File: config.mk
export PLATFORM = sky130hd
export DESIGN_NAME = spu_front
export DESIGN_NICKNAME = d
export VERILOG_FILES = /design/src/sv/spu_pkg.sv /design/src/sv/spu_front.sv
export SDC_FILE = /design/constraint.sdc
export NUM_CORES = 1
export LEC_CHECK = 0
export BUFFER_PORTS_ARGS = -buffer_cell sky130_fd_sc_hd__buf_4
export CAP_MARGIN = 10
export CORE_ASPECT_RATIO = 1.25
export CORE_MARGIN = 3
export CORE_UTILIZATION = 45
export CTS_BUF_LIST = sky130_fd_sc_hd__clkbuf_4
export CTS_CLUSTER_DIAMETER = 40
export CTS_CLUSTER_SIZE = 14
export DETAILED_ROUTE_END_ITERATION = 10
export PLACE_DENSITY = 0.69
export SLEW_MARGIN = 20
export SYNTH_ARGS = -nofsm -noshare
export SYNTH_HDL_FRONTEND = slang
export SYNTH_SLANG_ARGS = --single-unit
File: constraint.sdc
create_clock -name i_clk -period 11.1 [get_ports i_clk]
set_clock_uncertainty 0.2 [all_clocks]
set_input_delay 3.33 -clock i_clk [delete_from_list [all_inputs] [get_ports i_clk]]
set_output_delay 3.33 -clock i_clk [all_outputs]
set_load 0.02 [all_outputs]
File: src/sv/spu_pkg.sv
// ----------------------------------------------------------------------------
// Spark particle updater package
// Shared sizes, codes, item records and fixed-point helpers.
// ----------------------------------------------------------------------------
package spu_pkg;

    // Table size and the widths that follow from it.
    localparam int MAX_PARTICLES = 64;
    localparam int SLOT_W        = $clog2(MAX_PARTICLES);
    localparam int CNT_W         = $clog2(MAX_PARTICLES + 1);

    // Command queue between the front and back parts.
    localparam int CMDQ_DEPTH = 2;
    localparam int CMDQ_PW    = $clog2(CMDQ_DEPTH);
    localparam int CMDQ_CW    = $clog2(CMDQ_DEPTH + 1);

    // Result queue on the output side.
    localparam int RESQ_DEPTH = 2;
    localparam int RESQ_PW    = $clog2(RESQ_DEPTH);
    localparam int RESQ_CW    = $clog2(RESQ_DEPTH + 1);

    // Configuration port.
    localparam int CFG_IDX_W  = 2;
    localparam int CFG_DATA_W = 16;
    localparam logic [CFG_IDX_W-1:0] CFG_LIFE_SPAN  = 2'd0;
    localparam logic [CFG_IDX_W-1:0] CFG_SPEED_GAIN = 2'd1;
    localparam logic [CFG_IDX_W-1:0] CFG_DROOP_RATE = 2'd2;

    localparam logic [14:0] LIFE_SPAN_RESET  = 15'd500;
    localparam logic [15:0] SPEED_GAIN_RESET = 16'd3355;
    localparam logic [9:0]  DROOP_RATE_RESET = 10'd49;
    localparam logic signed [15:0] LIFE_RESET = 16'sd500;

    // Angle constants.
    localparam logic signed [21:0] PI_Q13      = 22'sd25736;
    localparam logic signed [32:0] PI_Q28      = 33'sd843314857;
    localparam logic signed [32:0] TWO_PI_Q28  = 33'sd1686629714;
    localparam logic signed [32:0] HALF_PI_Q28 = 33'sd421657428;
    localparam logic signed [33:0] CORDIC_K    = 34'sd652032874;
    localparam int                 CORDIC_STEPS = 24;

    typedef enum logic [1:0] {
        ACT_SPAWN   = 2'd0,
        ACT_TICK    = 2'd1,
        ACT_RESTART = 2'd2,
        ACT_NOP     = 2'd3
    } t_action;

    typedef struct packed {
        logic [14:0] life_span;
        logic [15:0] speed_gain;
        logic [9:0]  droop_rate;
    } t_cfg;

    typedef struct packed {
        t_action            action;
        logic signed [31:0] pos_x;
        logic signed [31:0] pos_y;
        logic signed [31:0] pos_z;
        logic signed [15:0] heading;
        logic signed [15:0] incline;
        logic [9:0]         elapsed;
        logic [19:0]        drop;
    } t_cmd;

    typedef struct packed {
        logic signed [31:0] x;
        logic signed [31:0] y;
        logic signed [31:0] z;
        logic signed [15:0] heading;
        logic signed [15:0] incline;
    } t_part;

    typedef struct packed {
        logic [5:0]         slot;
        logic signed [31:0] out_x;
        logic signed [31:0] out_y;
        logic signed [31:0] out_z;
        logic signed [15:0] out_incline;
        logic               valid_res;
        logic               status;
        logic               expired;
        logic               last;
    } t_res;

    // Rotation angle of CORDIC step i in Q4.28.
    function automatic logic signed [32:0] atan_q28(input logic [4:0] i);
        logic signed [32:0] a;
        case (i)
            5'd0:    a = 33'sd210828714;
            5'd1:    a = 33'sd124459457;
            5'd2:    a = 33'sd65760959;
            5'd3:    a = 33'sd33381290;
            5'd4:    a = 33'sd16755422;
            5'd5:    a = 33'sd8385879;
            5'd6:    a = 33'sd4193963;
            5'd7:    a = 33'sd2097109;
            5'd8:    a = 33'sd1048571;
            5'd9:    a = 33'sd524287;
            default: a = 33'sd1 <<< (5'd28 - i);
        endcase
        return a;
    endfunction

    // Saturate to the 32 bit signed range.
    function automatic logic signed [31:0] sat32(input logic signed [33:0] v);
        logic signed [31:0] r;
        if (v > 34'sd2147483647) begin
            r = 32'sh7FFFFFFF;
        end else if (v < -34'sd2147483648) begin
            r = 32'sh80000000;
        end else begin
            r = v[31:0];
        end
        return r;
    endfunction

endpackage

File: src/sv/spu_front.sv
// ----------------------------------------------------------------------------
// Spark particle updater front part
// Accepts items, decodes the action and queues commands for the back part.
// ----------------------------------------------------------------------------
module spu_front import spu_pkg::*; (
    input  logic               i_clk,
    input  logic               i_rst_n,
    input  logic               push,
    output logic               full,
    input  logic [1:0]         i_action,
    input  logic signed [31:0] i_pos_x,
    input  logic signed [31:0] i_pos_y,
    input  logic signed [31:0] i_pos_z,
    input  logic signed [15:0] i_heading,
    input  logic signed [14:0] i_incline,
    input  logic [9:0]         i_elapsed_ms,
    input  logic [9:0]         i_droop_rate,
    input  logic               i_cmd_pop,
    output logic               o_cmd_valid,
    output t_cmd               o_cmd
);

    t_cmd               r_q [CMDQ_DEPTH];
    logic [CMDQ_PW-1:0] r_wp;
    logic [CMDQ_PW-1:0] r_rp;
    logic [CMDQ_CW-1:0] r_cnt;
    t_cmd               cmd_in;
    logic               wr;
    logic               rd;

    // The inclination drop is worked out here so the back part need not.
    always_comb begin
        cmd_in.action  = t_action'(i_action);
        cmd_in.pos_x   = i_pos_x;
        cmd_in.pos_y   = i_pos_y;
        cmd_in.pos_z   = i_pos_z;
        cmd_in.heading = i_heading;
        cmd_in.incline = {i_incline[14], i_incline};
        cmd_in.elapsed = i_elapsed_ms;
        cmd_in.drop    = i_droop_rate * i_elapsed_ms;
    end

    assign full        = (r_cnt == CMDQ_CW'(CMDQ_DEPTH));
    assign o_cmd_valid = (r_cnt != '0);
    assign o_cmd       = r_q[r_rp];
    assign wr          = push && !full;
    assign rd          = i_cmd_pop && o_cmd_valid;

    always_ff @(posedge i_clk) begin
        if (!i_rst_n) begin
            r_wp  <= '0;
            r_rp  <= '0;
            r_cnt <= '0;
        end else begin
            if (wr) begin
                r_wp <= r_wp + 1'b1;
            end
            if (rd) begin
                r_rp <= r_rp + 1'b1;
            end
            if (wr && !rd) begin
                r_cnt <= r_cnt + 1'b1;
            end else if (rd && !wr) begin
                r_cnt <= r_cnt - 1'b1;
            end
        end
    end

    always_ff @(posedge i_clk) begin
        if (wr) begin
            r_q[r_wp] <= cmd_in;
        end
    end

endmodule

### Word level (Yosys, flattened, before mapping)

Memories as Yosys holds them, arrays and structs flattened. A register that Yosys moved wholly into a read port is not among the register bits.
Cells that the tools add are included.

| storage, ports and cells | value |
|---|---|
| RAM bits | 320 |
| latch bits | 0 |
| input port bits | 153 |
| memories | 1 |
| memory bits (read-only) | 0 |
| flip-flop bits (word level) | 4 |
| output and inout port bits | 162 |

Memory list:

| name | depth | width | read ports | clocked after Yosys merged registers in | wr ports | line | source |
|---|---|---|---|---|---|---|---|
| r_q | 2 | 160 | 1 | 1 | 1 | spu_front.sv:23 | `t_cmd r_q [CMDQ_DEPTH];` |

| cells by class | value |
|---|---|
| order comparisons | 0 |
| add/subtract/negate cells | 4 |
| $mul | 1 |
| bitwise operators | 0 |
| shifts and indexed selects | 0 |
| reductions and logical operators | 9 |
| equal/unequal tests | 1 |
| div/mod/pow operators | 0 |
| mux-type cells | 6 |

Operators with widths:

| operator | count |
|---|---|
| $mul A10 B10 Y20 | 1 |
| $logic_and A1 B1 Y1 | 4 |
| $mux W1 | 4 |
| $mux W2 | 2 |
| $reduce_bool A2 Y1 | 2 |
| $logic_not A1 Y1 | 3 |
| $add A1 B1 Y1 const B | 2 |
| $add A2 B1 Y2 const B | 1 |
| $eq A2 B2 Y1 const B | 1 |
| $sub A2 B1 Y2 const B | 1 |

### Depth between registers and ports, before layout

| depth | value |
|---|---|
| depth in word-level cells | 7 |
| depth in mapped cells | 19 |
| depth with buffers taken out | 18 |

### Worst setup path after synthesis

Ideal clock, no wire load.

| path | value |
|---|---|
| path type | input to register |
| start point | in push |
| end point | mem r_q[0][0] (netlist bit) (enable) |
| path slack | 0.193 ns |
| buffers on the path | 0 |
| data required time | 10.219 ns |
| cell stages on the path | 2 |
| setup time | 0.681 ns |
| arrival time | 10.026 ns |
| path through | nand2_1 > nor2_1 |

| between the ends | value |
|---|---|
| word-level cells in the longest chain between the ends | 3 |

RTL lines:

| what | line | source |
|---|---|---|
| start, declared | spu_front.sv:8 | `input logic push,` |
| $logic_and A1 B1 Y1 | spu_front.sv:46 | `assign wr = push && !full;` |
| $mux W1 | spu_front.sv:70 | `if (wr) begin` |
| $mux W1 (implied by the code) | spu_front.sv:71 | `r_q[r_wp] <= cmd_in;` |
| end, declared | spu_front.sv:23 |  |

No other way between the ends.

==> results.ini <==
[synth]
ys_warn_count = 0
synth_top_family_by_area = adder cells
yosysTopAreaCellShare = 0.633
synthCells = 907
synth_ff_type = edfxtp_1
ys_ff_latch = 323
seq_area_frac_synth = 0.640
synthXorXnorAreaFrac = 0.00871
ys_types = 51
synth_edf_count = 318
synthMostInstantiatedCell = edfxtp_1
synth_largest_area_cell = edfxtp_1
yosys-top-cells-count = edfxtp_1, mux2_2, and2_1
synth_area_um2 = 15100
synth-simple-area-share = 0.0553
synth.avg_cell_area_um2 = 16.6
synth_fp_nets = 1178
netlist_top_cells_area = edfxtp_1, mux2_2, fa_1
synth-compound-area-share = 0.0244
synthArstFlopShare = 0
synthAdderAreaFrac = 0.129
synth_mux_area_frac = 0.120

[drt]
post_drt_wl_per_cell_um = 19.8
drc = 0
drt_iter0_drc = 577
antenna_left = 0
routed_wl_um = 33500
dr.pass1.iters = 4
dr_total_vias = 8622
via_per_inst = 5.10

[critical_path]
timing_worst_setup_path_type = in2reg
path_cells = buf_4 > nand2_1 > fa_1 > inv_1 > fa_1 > inv_1 > fa_1 > inv_1 > fa_1 > inv_1 > fa_1 > inv_1 > ha_1 > and2_2 > nand2_2 > or3b_4 > a21oi_4 > nand3b_1 > nand4_1
startpoint_type = input pin
required_ns = 11.31
crit_slowest_cell = fa_1
max_stage_delay_ns = 0.54
cp_max_fo = 12
endpoint_kind = flip-flop
critPathArrivalTime_ns = 7.75

[sta]
timing.final.max_slew_violations = 0
tightest_slew_ns = 1.03
relSlewSlack = 0.311
setup_viol = 0
rsz0062_at_grt = false
fin_tns_setup_ns = 0
finalHoldViolCount = 0
min_period_over_period = 0.679
period_needed_ns = 7.54
timing.fmax_ghz = 0.133

[clocking]
htreeDepth = 2
ctsResizeCount = 0
cts.sinks = 323
path_clk_slew_ns = 0.13
cts_hold_buf = 0
postCtsSetupRepairBufs = 0
clock_path_buffers = 3
cts-root-buf = clkbuf_4
cts_tree = done
cts_made_buffers = 38
insertion_delay_ns = 0.65

[floorplanning]
placementRows = 74
die_h_um = 211
die_w_um = 170
fp.dieArea_um2 = 35800
start_util = 0.459
core_area_um2 = 32900
pin_count = 315

[grt]
grt_overflow = 0
track_usage = 0.181
antenna_found_initial = 3
grt_max_degree = 74
grt_pass1_wl_um = 50100
grt_pass1_vias = 8975

[job]
maxCapViolCount = 0

[status]
status = finished clean

[place]
port_buffers = 314
dpl-instance-area_um2 = 17900
gp_congestion = 0.793
hpwl_um = 24000

[worst_hold_path]
hp-class = reg2reg

[cells_and_area]
fill_cells = 2671
num-nets-final = 1510
stdcell_area_um2 = 18500
area_growth_pct = 22.8
drive_above_1_share = 0.444

[pwr]
p_per_area_nw_per_um2 = 232
power_leakage_nw = 7.38
ir_drop_uv = 155

-- worst paths after layout --
check                        from  slack (ns)    endpoint  depth (start not counted)
hold / removal           r_cnt[1]        0.33    r_cnt[1]                          2
hold reg to reg          r_cnt[1]        0.33    r_cnt[1]                          2
setup reg to reg         r_cnt[0]        8.30  r_q[0][89]                          5
setup / recovery  i_elapsed_ms[1]        3.56  r_q[0][18]                         19
-- state kept, by name, indices dropped and copies added, names as in the netlist, named ones only --
name and cells:
r_cnt 2, r_q 318, r_rp 1, r_wp 1
-- report_power, final --
group | switching, mW | internal, mW
Clock | 0.427 | 0.280
Combinational | 1.08 | 0.820
Sequential | 0.0520 | 1.63
Total | 1.56 | 2.73
-- stage by stage --
stage / instances / power (mW) / util / hold slack [ns] / worst slack, ns
2_1_floorplan: 907 / 3.00 / - / 0.273 / 0.193
3_3_place_gp: 1616 / 3.62 / 0.544 / 0.287 / 2.93
3_5_place_dp: 1616 / 3.64 / 0.544 / 0.318 / 2.85
4_1_cts: 1685 / 4.36 / 0.563 / 0.336 / 3.63
5_1_grt: 1688 / 4.56 / 0.563 / 0.359 / 3.38
6_report: 1689 / 4.29 / 0.564 / 0.331 / 3.56
-- kinds of logic after synthesis --
kind of cell	count (synthesis)
and+or+nand+nor	152
xor gates and xnor gates	15
muxes	161
adders and majority gates	118
AOI/OAI and AO/OA	51
buffers and inverters	87
DFF	323
-- critical path: cells and delay by family --
kind / cells / cell delay [ns]
AO/OA/AOI/OAI: 1 / 0.20
buffers and inverters: 6 / 0.40
adder cells (fa/ha/maj): 6 / 2.82
AND/OR/NAND/NOR: 6 / 0.98
-- cell type report --
type	instances	area, um^2	area share
antenna	3	7.51	0.000405
clock buffer	42	315	0.0170
clock inverter	27	279	0.0151
inverter	58	218	0.0118
multi-input combinational	497	5100	0.275
sequential	323	9650	0.521
tap	418	523	0.0282
timing repair buffer	321	2430	0.131
-- cells in the final DEF, fill, tap and decap left out, types with 3 or more instances in the layout --
cell type    n
buf_4      320
edfxtp_1   318
mux2_2     159
and2_1      74
fa_1        62
inv_1       58
ha_1        56
clkbuf_4    42
nand2_1     40
a21oi_1     11
nand3_1      9
xnor2_1      9
nor2_1       8
o21ai_0      8
a211oi_1     6
xor2_1       6
clkinv_2     6
a21o_1       5
clkinv_4     5
dfxtp_1      4
diode_2      3
o21a_1       3
a21boi_0     3
nand4_1      3
nor2b_1      3
bufinv_16    3
clkinv_1     3
clkinv_8     3
-- metal layers --
layer | vias up | part of all wire | wire (um) | global-route usage
met5 | - | 0 | 0 | 0
met4 | 0 | 0.031 | 1030 | 0.0649
met3 | 53 | 0.072 | 2420 | 0.0421
met2 | 259 | 0.52 | 17500 | 0.322
met1 | 4313 | 0.37 | 12500 | 0.216
li1 | 3997 | - | - | -
Power figures use the tool's default switching activity.
